[src/rtl/fpp_pkg.sv]
// Package for the fixed-period pulse pacer: codes, reset values and the
// status word that passes from the step logic to the top level.
// No dependencies.
package fpp_pkg;

  // Default width of the internal time arithmetic.
  localparam int unsigned TIME_WIDTH_DEFAULT = 32;

  localparam int unsigned FIELD_WIDTH = 32;
  localparam int unsigned COUNT_WIDTH = 8;
  localparam int unsigned INDEX_WIDTH = 8;

  localparam logic [FIELD_WIDTH-1:0] TICKS_RESET      = 32'd100;
  localparam logic [COUNT_WIDTH-1:0] LATE_LIMIT_RESET = 8'd5;
  localparam logic [COUNT_WIDTH-1:0] LATE_SATURATE    = 8'hFF;

  typedef enum logic [INDEX_WIDTH-1:0] {
    CFG_TICKS_PER_PULSE = 8'd0,
    CFG_LATE_LIMIT      = 8'd1
  } cfg_reg_t;

  typedef enum logic [1:0] {
    OUTCOME_ON_TIME = 2'd0,
    OUTCOME_LATE    = 2'd1,
    OUTCOME_OVERRUN = 2'd2
  } outcome_t;

  typedef struct packed {
    outcome_t               outcome;
    logic                   overrun;
    logic [COUNT_WIDTH-1:0] late_count;
  } status_t;

endpackage

[src/rtl/fpp_cfg.sv]
// Configuration registers of the pulse pacer: period and late limit.
// Depends on fpp_pkg.
module fpp_cfg (
  input  logic                             clk,
  input  logic                             rst,
  input  logic                             cfg_valid,
  output logic                             cfg_ready,
  input  logic [fpp_pkg::INDEX_WIDTH-1:0]  cfg_index,
  input  logic [fpp_pkg::FIELD_WIDTH-1:0]  cfg_data,
  output logic [fpp_pkg::FIELD_WIDTH-1:0]  ticks_per_pulse,
  output logic [fpp_pkg::COUNT_WIDTH-1:0]  late_limit
);

  assign cfg_ready = 1'b1;

  always_ff @(posedge clk) begin
    if (rst) begin
      ticks_per_pulse <= fpp_pkg::TICKS_RESET;
      late_limit      <= fpp_pkg::LATE_LIMIT_RESET;
    end else if (cfg_valid && cfg_ready) begin
      unique case (cfg_index)
        fpp_pkg::CFG_TICKS_PER_PULSE: ticks_per_pulse <= cfg_data;
        fpp_pkg::CFG_LATE_LIMIT:      late_limit <= cfg_data[fpp_pkg::COUNT_WIDTH-1:0];
        default: ;
      endcase
    end
  end

endmodule

[src/rtl/fpp_step.sv]
// Step logic of the pulse pacer: elapsed time, on-time or late decision,
// the next mark and the next late count. Depends on fpp_pkg.
module fpp_step #(
  parameter int unsigned TIME_WIDTH = fpp_pkg::TIME_WIDTH_DEFAULT
) (
  input  logic [fpp_pkg::FIELD_WIDTH-1:0]  now_time,
  input  logic [TIME_WIDTH-1:0]            mark,
  input  logic [fpp_pkg::COUNT_WIDTH-1:0]  late_counter,
  input  logic [fpp_pkg::FIELD_WIDTH-1:0]  ticks_per_pulse,
  input  logic [fpp_pkg::COUNT_WIDTH-1:0]  late_limit,
  output logic [TIME_WIDTH-1:0]            mark_next,
  output logic [fpp_pkg::FIELD_WIDTH-1:0]  wait_ticks,
  output fpp_pkg::status_t                 status
);

  logic [TIME_WIDTH-1:0]           now_w;
  logic [TIME_WIDTH-1:0]           period;
  logic [TIME_WIDTH-1:0]           elapsed;
  logic [TIME_WIDTH-1:0]           wait_w;
  logic [TIME_WIDTH-1:0]           excess;
  logic [fpp_pkg::COUNT_WIDTH-1:0] late_inc;
  logic                            on_time;
  logic                            overrun;

  assign now_w    = TIME_WIDTH'(now_time);
  assign period   = TIME_WIDTH'(ticks_per_pulse);
  assign elapsed  = now_w - mark;
  assign on_time  = (elapsed <= period);
  assign wait_w   = period - elapsed;
  assign excess   = elapsed - period;
  assign late_inc = (late_counter == fpp_pkg::LATE_SATURATE) ? late_counter
                                                             : late_counter + 1'b1;
  // The doubled period is never formed, so it cannot wrap.
  assign overrun  = (late_inc > late_limit) || (excess > period);

  always_comb begin
    wait_ticks = '0;
    status     = '{outcome: fpp_pkg::OUTCOME_ON_TIME, overrun: 1'b0, late_count: '0};
    if (on_time) begin
      mark_next  = now_w + wait_w;
      wait_ticks = fpp_pkg::FIELD_WIDTH'(wait_w);
    end else if (overrun) begin
      mark_next         = now_w;
      status.outcome    = fpp_pkg::OUTCOME_OVERRUN;
      status.overrun    = 1'b1;
      status.late_count = late_inc;
    end else begin
      mark_next         = now_w - excess;
      status.outcome    = fpp_pkg::OUTCOME_LATE;
      status.late_count = late_inc;
    end
  end

endmodule

[src/rtl/fixed_period_pulse_pacer.sv]
// Top level of the fixed-period pulse pacer: input register, pacing state,
// result register. Depends on fpp_pkg, fpp_cfg and fpp_step.
//
// The pacer takes one time sample per cycle while the result side does not
// stall, and gives one result word for each: the sample is held in the input
// register and its word then in the result register. The figure of one word
// per cycle is set by the loop through the mark register: the subtract,
// compare and add that form the next mark are combinational. A finished word
// waits in the result register while the next sample is taken into the input
// register. Configuration writes are taken in any cycle and should be made only
// while no sample is in flight.
module fixed_period_pulse_pacer #(
  parameter int unsigned TIME_WIDTH = fpp_pkg::TIME_WIDTH_DEFAULT
) (
  input  logic                             clk,
  input  logic                             rst,
  input  logic                             cfg_valid,
  output logic                             cfg_ready,
  input  logic [fpp_pkg::INDEX_WIDTH-1:0]  cfg_index,
  input  logic [fpp_pkg::FIELD_WIDTH-1:0]  cfg_data,
  input  logic                             sample_valid,
  output logic                             sample_stall,
  input  logic [fpp_pkg::FIELD_WIDTH-1:0]  now_time,
  output logic                             result_valid,
  input  logic                             result_stall,
  output logic [fpp_pkg::FIELD_WIDTH-1:0]  wait_ticks,
  output logic [fpp_pkg::FIELD_WIDTH-1:0]  pulse_number,
  output logic [1:0]                       outcome,
  output logic                             overrun_flag,
  output logic [fpp_pkg::COUNT_WIDTH-1:0]  late_count
);

  logic [fpp_pkg::FIELD_WIDTH-1:0] ticks_per_pulse;
  logic [fpp_pkg::COUNT_WIDTH-1:0] late_limit;

  logic                            hold_valid;
  logic [fpp_pkg::FIELD_WIDTH-1:0] hold_time;

  logic [TIME_WIDTH-1:0]           last_mark;
  logic [fpp_pkg::COUNT_WIDTH-1:0] late_counter;
  logic [fpp_pkg::FIELD_WIDTH-1:0] pulse_counter;

  logic [TIME_WIDTH-1:0]           last_mark_next;
  logic [fpp_pkg::FIELD_WIDTH-1:0] wait_next;
  fpp_pkg::status_t                status_next;
  logic [fpp_pkg::FIELD_WIDTH-1:0] pulse_counter_next;

  logic out_free;
  logic advance;
  logic take;

  fpp_cfg u_cfg (
    .clk             (clk),
    .rst             (rst),
    .cfg_valid       (cfg_valid),
    .cfg_ready       (cfg_ready),
    .cfg_index       (cfg_index),
    .cfg_data        (cfg_data),
    .ticks_per_pulse (ticks_per_pulse),
    .late_limit      (late_limit)
  );

  fpp_step #(
    .TIME_WIDTH (TIME_WIDTH)
  ) u_step (
    .now_time        (hold_time),
    .mark            (last_mark),
    .late_counter    (late_counter),
    .ticks_per_pulse (ticks_per_pulse),
    .late_limit      (late_limit),
    .mark_next       (last_mark_next),
    .wait_ticks      (wait_next),
    .status          (status_next)
  );

  assign out_free           = !result_valid || !result_stall;
  assign advance            = hold_valid && out_free;
  assign sample_stall       = hold_valid && !out_free;
  assign take               = sample_valid && !sample_stall;
  assign pulse_counter_next = pulse_counter + 1'b1;

  // Input register: refilled in the same cycle that its word moves on.
  always_ff @(posedge clk) begin
    if (rst) begin
      hold_valid <= 1'b0;
    end else if (take) begin
      hold_valid <= 1'b1;
    end else if (advance) begin
      hold_valid <= 1'b0;
    end
  end

  always_ff @(posedge clk) begin
    if (take) begin
      hold_time <= now_time;
    end
  end

  // Pacing state moves only when a word reaches the result register.
  always_ff @(posedge clk) begin
    if (rst) begin
      last_mark     <= '0;
      late_counter  <= '0;
      pulse_counter <= '0;
      overrun_flag  <= 1'b0;
    end else if (advance) begin
      last_mark     <= last_mark_next;
      late_counter  <= status_next.late_count;
      pulse_counter <= pulse_counter_next;
      overrun_flag  <= status_next.overrun;
    end
  end

  always_ff @(posedge clk) begin
    if (rst) begin
      result_valid <= 1'b0;
    end else if (advance) begin
      result_valid <= 1'b1;
    end else if (!result_stall) begin
      result_valid <= 1'b0;
    end
  end

  always_ff @(posedge clk) begin
    if (advance) begin
      wait_ticks   <= wait_next;
      pulse_number <= pulse_counter_next;
      outcome      <= status_next.outcome;
    end
  end

  assign late_count = late_counter;

  a_pulse_matches_counter: assert property (@(posedge clk) disable iff (rst)
    result_valid |-> pulse_number == pulse_counter)
    else $error("pulse number differs from the pulse counter");

  a_overrun_matches_outcome: assert property (@(posedge clk) disable iff (rst)
    result_valid |-> overrun_flag == (outcome == fpp_pkg::OUTCOME_OVERRUN))
    else $error("overrun flag disagrees with the outcome");

  a_late_has_no_wait: assert property (@(posedge clk) disable iff (rst)
    result_valid && outcome != fpp_pkg::OUTCOME_ON_TIME |-> wait_ticks == '0 && late_count != '0)
    else $error("late word carries a wait or a zero late count");

  a_on_time_clears_count: assert property (@(posedge clk) disable iff (rst)
    result_valid && outcome == fpp_pkg::OUTCOME_ON_TIME |-> late_count == '0)
    else $error("on-time word leaves a late count");

  a_stall_only_when_full: assert property (@(posedge clk) disable iff (rst)
    sample_stall |-> hold_valid && result_valid)
    else $error("input stalled with room in the pipeline");

endmodule

[config.mk]
export PLATFORM = sky130hd
export DESIGN_NAME = fixed_period_pulse_pacer
export DESIGN_NICKNAME = d
export VERILOG_FILES = /design/src/rtl/fpp_pkg.sv /design/src/rtl/fpp_cfg.sv /design/src/rtl/fpp_step.sv /design/src/rtl/fixed_period_pulse_pacer.sv
export SDC_FILE = /design/constraint.sdc
export NUM_CORES = 1
export LEC_CHECK = 0
export CAP_MARGIN = 30
export CORE_MARGIN = 1
export CORE_UTILIZATION = 48
export DETAILED_ROUTE_END_ITERATION = 7
export DONT_BUFFER_PORTS = 1
export PLACE_DENSITY = 0.65
export REMOVE_ABC_BUFFERS = 1
export SLEW_MARGIN = 20
export SYNTH_ARGS = -nofsm -noshare
export SYNTH_HDL_FRONTEND = slang
export SYNTH_HIERARCHICAL = 1
export SYNTH_SLANG_ARGS = --single-unit
[constraint.sdc]
create_clock -name clk -period 6.1 [get_ports clk]
set_input_delay 0.915 -clock clk [delete_from_list [all_inputs] [get_ports clk]]
set_output_delay 0.915 -clock clk [all_outputs]
set_load 0.005 [all_outputs]
# == Word level (Yosys, flattened, before mapping) ==
# Cells that the tools add are included.
# word_totals
reg_bits,213
input_bits,77
latchBits,0
ram_bits,0
out_inout_bits,78
romBits,0
memories,0
word_cells,48
# classes
reduce_logical,13
magnitude_cmp,3
bitwise,0
n_shift,0
div,0
n_eq_ne,3
multipliers,0
muxes,10
addsub,7
# op_table
cell,n
$sub 32x32->32,4
$mux 32,2
$add 32x1->32 const B,1
$add 32x32->32,1
$gt 32x32->1,1
$le 32x32->1,1
$mux 9,1
$add 8x1->8 const B,1
$eq 8x1->1 const B,1
$eq 8x8->1 const B,1
$gt 8x8->1,1
$logic_not 8->1,1
$mux 8,1
$mux 1,5
$logic_not 1->1,4
$reduce_and 2->1,2
$logic_and 1x1->1,3
$logic_or 1x1->1,2
$mux 2,1
$ne 2x1->1 const B,1
$reduce_bool 2->1,1

# == Depth between registers and ports, before layout ==
# Gate-level depths: netlist of run 1.
# logic_depth
word_depth,7
ltp_mapped,37
mapped_depth_nobuf,36

# == Cells and area by module ==
# Netlist of run 1, hierarchy kept.
# modules_own_cells
module,area_each_um2,cells_per_inst,instances
fpp_step,10324.9,1481,1
fixed_period_pulse_pacer,6510.0,553,1
fpp_cfg,1721.7,184,1

# == Least setup slack after synthesis of run 1 ==
# OpenSTA, ideal clock, no wires.
# synth_timing
path_type,reg2reg
startpoint,reg hold_time[0] (netlist bit)
endpoint,reg last_mark[23]
setup_ns,0.132
period_less_slack_ns,6.386
arrival_time_ns,6.254
stages_incl_launch_ff,38
path_slack_ns,-0.286
n_path_buf,3
path_cell_list,edfxtp_1 -> inv_1 -> ha_1 -> inv_1 -> fa_1 -> a21o_1 -> a21oi_1 -> o21bai_1 -> a32oi_1 -> a21o_1 -> a21o_1 -> nand2_1 -> a21o_1 -> a21o_1 -> xor2_1 -> ha_1 -> clkbuf_1 -> a21o_1 -> [... 2 more ...] -> a21o_1 -> a21oi_1 -> nor2b_1 -> o21ai_0 -> nand2_1 -> xnor2_1 -> ha_1 -> a21o_1 -> a21o_1 -> a21oi_1 -> o211ai_1 -> a21oi_1 -> buf_2 -> buf_2 -> mux2i_1 -> a21oi_1 -> nand2_1 -> a21oi_1
# synth_between
elab_chain_len,6
word_cells_on_any_way,10
cone_classes,add/sub (5); order compare (2); mux (2); reduce/logical (1)
# synth_lines
item,line_no,rtl
start: declaration,fixed_period_pulse_pacer.sv:37,logic [fpp_pkg::FIELD_WIDTH-1:0] hold_time;
start signal: assignment,fixed_period_pulse_pacer.sv:95,hold_time <= now_time;
$sub 32x32->32,fpp_step.sv:27,assign elapsed = now_w - mark;
$sub 32x32->32,fpp_step.sv:30,assign excess = elapsed - period;
$gt 32x32->1,fpp_step.sv:34,assign overrun = (late_inc > late_limit) || (excess > period);
$logic_or 1x1->1,fpp_step.sv:34,
$mux 32,fpp_step.sv:42,end else if (overrun) begin
$mux 32 *,fpp_step.sv:39,if (on_time) begin
net last_mark_next[23],fixed_period_pulse_pacer.sv:43,logic [TIME_WIDTH-1:0] last_mark_next;
end signal: assignment,fixed_period_pulse_pacer.sv:107,last_mark <= last_mark_next;
end: declaration,fixed_period_pulse_pacer.sv:39,logic [TIME_WIDTH-1:0] last_mark;
# Mark *: on every way through the listed nets, which the timed path passes. The rest lies on a longest branch.
# A chain may end at the register's enable or synchronous reset.

# == Final worst setup path of run 1 ==
# layout_timing
startpoint,reg hold_time[0] (netlist bit)
endpoint,reg last_mark[21]
# The elaborated chain is that of the path after synthesis.

==> reports/results.tsv, run 1 <==
metric	value	unit
outcome	finished, violations left	
violations	negative setup slack	
finClkSkew	0.0162	ns
chipHeight	199	um
worst-setup-path-type	reg2reg	
layout_common_cells	buf_4, a21oi_1, ha_1	
initial_core_util	0.490	
nets	2923	
crit_start	hold_time[0]	
drtAntennaViolNets	0	
yosysWarnings	6	
async_reset_ff_frac	0	
hold_ws	0.447	ns
fillCellCount	3255	
cp_max_fo	6	
hold_path_class	in2reg	
num_rows	71	
layout_commonest_cell	buf_4	
reg2reg_slack	-0.59	ns
avgSynthCellArea	8.37	um^2
arrival	7.19	ns
ios	155	
r2r-start	hold_time[0]	
cpMostUsedCell	buf_4	
viasPerCell	5.72	
synth-edff-count	98	
crit_path_end	last_mark[21]	
numCtsBuffers	25	
rr_worst_depth	40	
drt_iter0_drc	1345	
layout-drive-gt1-share	0.275	
setup_violations	35	
worst_slack	-0.592	ns
crit_path_end_kind	flop	
slew-limit-headroom	0.336	
gp_congestion	0.952	
cts_max_level	1	
timing.rr.end	last_mark[21]	
diodes	0	
vias	18100	
crit_path_start_kind	flop	
synthToLayoutAreaGrowth	32.1	%
hold_viol	0	
grt_use_total	0.312	
die_x	199	um
final_max_slew_viol_count	0	
slowest_delay	0.40	ns
slowest_stage	edfxtp_1	
ys_types	82	
clockBufferDepth	3	
clk_pin_slew	0.06	ns
synth-main-ff-cell	dfxtp_1	
fmax	149	MHz
grt_pass1_wl	95.7	mm
netlist_instances	2218	
hold_start	now_time[14]	
drc	0	
dp_hpwl	47.7	mm
place.port_buffers	0	
routed_wl	63.2	mm
grt_pass1_vias	17800	
tightest_slew	0.987	ns
yosysSeqAreaShare	0.283	
ys_ff_latch	213	
cts_tree	done	
max_cap_viol_count	0	
antenna_found_initial	0	
wire_per_inst	19.9	um
overflow	0	
dieArea	0.0394	mm^2
drt-pass1-iter-count	5	
synthesis.area	0.0186	mm^2
post-route-period-util	1.10	
clock_latency	0.57	ns
cts_num_sinks	213	
rsz0062_at_grt	true	
root_buffer	clkbuf_16	
required	6.59	ns
coreArea	0.0378	mm^2
grt_max_degree	131	
period_needed	6.69	ns
==> registers in the layout (all words and copies together) (netlist names), 2 cells and up <==
signal / count
late_count: 8
last_mark: 32
pulse_number: 32
u_cfg/late_limit: 8
outcome: 2
hold_time: 32
u_cfg/ticks_per_pulse: 32
pulse_counter: 32
wait_ticks: 32
==> repair_timing <==
action / 4_1_cts / 5_1_grt
gates resized for setup: 133 / 80
pin swaps: 90 / 80
setup endpoints to repair: 35 / 35
buffers inserted: 36 / 13
hold buffers: 0 / 0
cloned: 1 / 2
==> critical path, delay by kind of cell, from the launching register on <==
kind,cells,cell delay [ns]
compound gates,17,2.62
xor+xnor,2,0.30
fa+ha+maj,4,1.07
buf+inv,10,1.36
flops,1,0.40
mux,1,0.11
simple gates,6,0.73
==> worst min path at each step <==
| stage | end | depth (start not counted) |
|---|---|---|
| final | hold_time[14] | 0 |
| after global routing | pulse_counter[18] | 1 |
| after CTS | pulse_counter[14] | 1 |
| after detailed placement | last_mark[18] | 2 |
| after global placement | last_mark[20] | 2 |
| after floorplan | last_mark[10] | 2 |
==> cells in the mapped netlist (27+ instances only) <==
cell | n | area share
o21a_1 | 28 | 0.011
nand4_1 | 67 | 0.023
o21ai_0 | 84 | 0.023
o31ai_1 | 46 | 0.019
nor2_1 | 119 | 0.024
nor2b_1 | 28 | 0.0094
ha_1 | 198 | 0.13
edfxtp_1 | 98 | 0.16
inv_1 | 165 | 0.033
clkbuf_1 | 74 | 0.015
a21o_1 | 121 | 0.049
nand3_1 | 50 | 0.013
nand2_1 | 178 | 0.036
and2_1 | 46 | 0.016
xor2_1 | 93 | 0.044
xnor2_1 | 97 | 0.046
dfxtp_1 | 115 | 0.12
a21oi_1 | 221 | 0.060
nand2b_1 | 27 | 0.0091
buf_2 | 28 | 0.0076
mux2i_1 | 47 | 0.025
==> layout make-up <==
cell class              instances  area [um^2]  area share
multi-input cells            1725        13100       0.536
flip-flops and latches        213         5250       0.214
repair buffers                512         4080       0.167
clock buffers                  34          669      0.0273
well taps                     511          639      0.0261
inverters                     166          626      0.0255
clock inverters                12          105     0.00429
==> metal layers <==
layer	GRT usage	routed length [um]	part of all wire	up-vias
li1	-	-	-	8807
met1	0.414	28200	0.45	8688
met2	0.516	28800	0.46	549
met3	0.0573	4370	0.069	98
met4	0.0895	1740	0.028	0
met5	0	0	0	-
==> cells by family after synthesis <==
kind of cell,count (synthesis),synth area share
AO/OA/AOI/OAI,645,0.226
XOR/XNOR,190,0.0897
adder cells (fa/ha/maj),203,0.139
buffers and inverters,280,0.0601
flip-flops,213,0.283
multiplexers,55,0.0302
other,1,0.000202
AND/OR/NAND/NOR,631,0.172
==> stage by stage <==
stage	setup TNS, ns	setup WS, ns	area [um^2]	util	cells
6_report	-16.66	-0.592	24500	0.648	3173
5_1_grt	-27.61	-0.898	24500	0.648	3173
4_1_cts	-13.68	-0.462	24000	0.634	3159
3_5_place_dp	-27.31	-0.891	22300	0.589	3077
3_3_place_gp	-26.42	-0.839	22300	0.589	3076
2_1_floorplan	-51.67	-1.90	18100	-	2104
Power of run 1 is left out: the tool's default activity adds up to more than one toggle a clock period on the data nets, which glitch-free logic cannot reach.
==> inputs of run 2 (changes only) <==
--- a/config.mk
+++ b/config.mk
@@ -10,6 +10,7 @@
 export CORE_UTILIZATION = 48
 export DETAILED_ROUTE_END_ITERATION = 7
 export DONT_BUFFER_PORTS = 1
+export GPL_TIMING_DRIVEN = 0
 export PLACE_DENSITY = 0.65
 export REMOVE_ABC_BUFFERS = 1
 export SLEW_MARGIN = 20
==> run 2 against run 1 <==
  * Sequential share of layout area up 2.9 points
  * Hold slack worse by 0.018 ns
  * Routed wire length down 9.5%
  * Maximum frequency down 3.1%
  * Clock skew up 0.0030 ns
  * Largest cell class unchanged
  * Flip-flop and latch count unchanged
  * Setup slack worse by 0.21 ns
  * First-iteration DRC count down 15%
  * Global-route usage down 3.3 points
  * Register-to-register slack worse by 0.21 ns
  * The flow still finishes with violations (negative setup slack)
  * Clock-buffer cell count up 3
==> reports/results.tsv, run 2 (synthesis gave the netlist of run 1 again) <==
metric	value	unit	change
clockBufferDepth	3		unchanged
worst-setup-path-type	reg2reg		
overflow	0		unchanged
num_rows	71		unchanged
reg2reg_slack	-0.81	ns	-0.21 ns
viasPerCell	6.00		+5.0%
rsz0062_at_grt	true		
hold_start	now_time[7]		
rr_worst_depth	36		-10%
drt_iter0_drc	1146		-15%
wire_per_inst	20.7	um	+4.2%
clk_pin_slew	0.06	ns	about the same
final_max_slew_viol_count	0		unchanged
slowest_stage	nor4_4		
cp_max_fo	8		+2
period_needed	6.91	ns	+0.214 ns
numCtsBuffers	26		+4.0%
slowest_delay	0.43	ns	+0.03 ns
drtAntennaViolNets	0		unchanged
outcome	finished, violations left		
worst-path-buf-inv	7		-3
gp_congestion	0.921		-3.2%
fin_cells	2755		-13%
routed_wl	57.1	mm	-9.5%
drt-pass1-iter-count	5		unchanged
hold_path_class	in2reg		
finClkSkew	0.0192	ns	+0.00300 ns
crit_path_end_kind	flop		
grt_pass1_vias	15400		-13%
grt_max_degree	131		unchanged
cts_max_level	1		unchanged
timing.rr.end	last_mark[8]		
hold_depth	0		unchanged
post-route-period-util	1.13		+0.0351
setup_violations	35		unchanged
cts_num_sinks	213		unchanged
fillCellCount	3439		+5.7%
initial_core_util	0.490		unchanged
place.port_buffers	0		unchanged
grt_pass1_wl	86.3	mm	-9.8%
cts_tree	done		
dp_hpwl	41.9	mm	-12%
cpMostUsedCell	a21o_1		
cp_top_family	compound AO/OA/AOI/OAI gates		
nets	2502		-14%
hold_viol	0		unchanged
layout_commonest_cell	a21oi_1		
layout_common_cells	a21oi_1, nand2_1, ha_1		
arrival	7.40	ns	+0.21 ns
antenna_found_initial	0		unchanged
min_to	hold_time[7]		
slew-limit-headroom	0.356		+0.0198
grt_use_total	0.280		-0.0328
required	6.59	ns	about the same
max_cap_viol_count	0		unchanged
synthToLayoutAreaGrowth	16.2	%	
chipHeight	199	um	unchanged
violations	negative setup slack		
vias	16500		-8.8%
worst_slack	-0.805	ns	-0.214 ns
fmax	145	MHz	-3.1%
root_buffer	clkbuf_16		
crit_path_start_kind	flop		
dieArea	0.0394	mm^2	unchanged
coreArea	0.0378	mm^2	unchanged
drc	0		unchanged
ios	155		unchanged
place_inst	2626		-15%
layout-drive-gt1-share	0.145		-0.130
r2r-start	hold_time[0]		
die_x	199	um	unchanged
tightest_slew	0.961	ns	-0.0264 ns
clock_latency	0.58	ns	about the same
## run 2: changes by cell type in the layout (fill, tap and decap cells not counted), sizes merged
cell | previous run | this run
inv | 166 | 165
clkinv | 9 | 10
bufinv | 1 | 2
clkinvlp | 2 | 0
clkbuf | 36 | 40
buf | 510 | 87
diode | 0 | 2
## run 2: metrics by stage
step	utilization	hold slack (ns)	setup slack, ns	area, um^2	TNS (ns)
after floorplan	-	0.430	-1.90	18100	-51.67
after global placement	0.494	0.437	-5.93	18700	-288.14
after detailed placement	0.501	0.443	-2.92	19000	-81.69
after CTS	0.554	0.406	-0.589	21000	-18.73
after global routing	0.570	0.396	-0.946	21600	-30.21
final	0.570	0.429	-0.805	21600	-24.93
## run 2: how the worst max path moves through the flow
stage | start | cells past startpoint | end | slack (ns)
finish | hold_time[0] | 36 | last_mark[8] | -0.81
global route | hold_time[12] | 34 | last_mark[19] | -0.95
CTS | hold_time[0] | 36 | last_mark[19] | -0.59
detailed placement | hold_time[6] | 31 | last_mark[30] | -2.92
global placement | hold_time[0] | 33 | last_mark[30] | -5.93
floorplan | hold_time[0] | 33 | last_mark[26] | -1.90
## run 2: metal layers
layer,vias to the layer above,global-route usage,share of wire
met3,70,0.0543,0.067
li1,7987,-,-
met5,-,0,0
met1,7979,0.385,0.46
met2,502,0.446,0.45
met4,0,0.0704,0.022
## run 2: cell type report
cell class                 instances  area [um^2]  share of cell area
inverter                         166          628              0.0291
sequential                       213         5250               0.243
multi-input combinational       1725        13300               0.617
tap                              511          639              0.0297
clock inverter                    11          130             0.00604
antenna                            2         5.00            0.000232
clock buffer                      37          732              0.0339
timing repair buffer              90          873              0.0405
## run 2: what timing repair did
item                       in CTS  in global routing
hold buffers                    0                  0
setup buffers                  52                 24
cloned                          0                  2
setup endpoints to repair      37                 35
hold endpoints to repair        0                  0
resized for setup             158                 70
pin swaps                      60                 61
Power of run 2 is left out for the same reason.
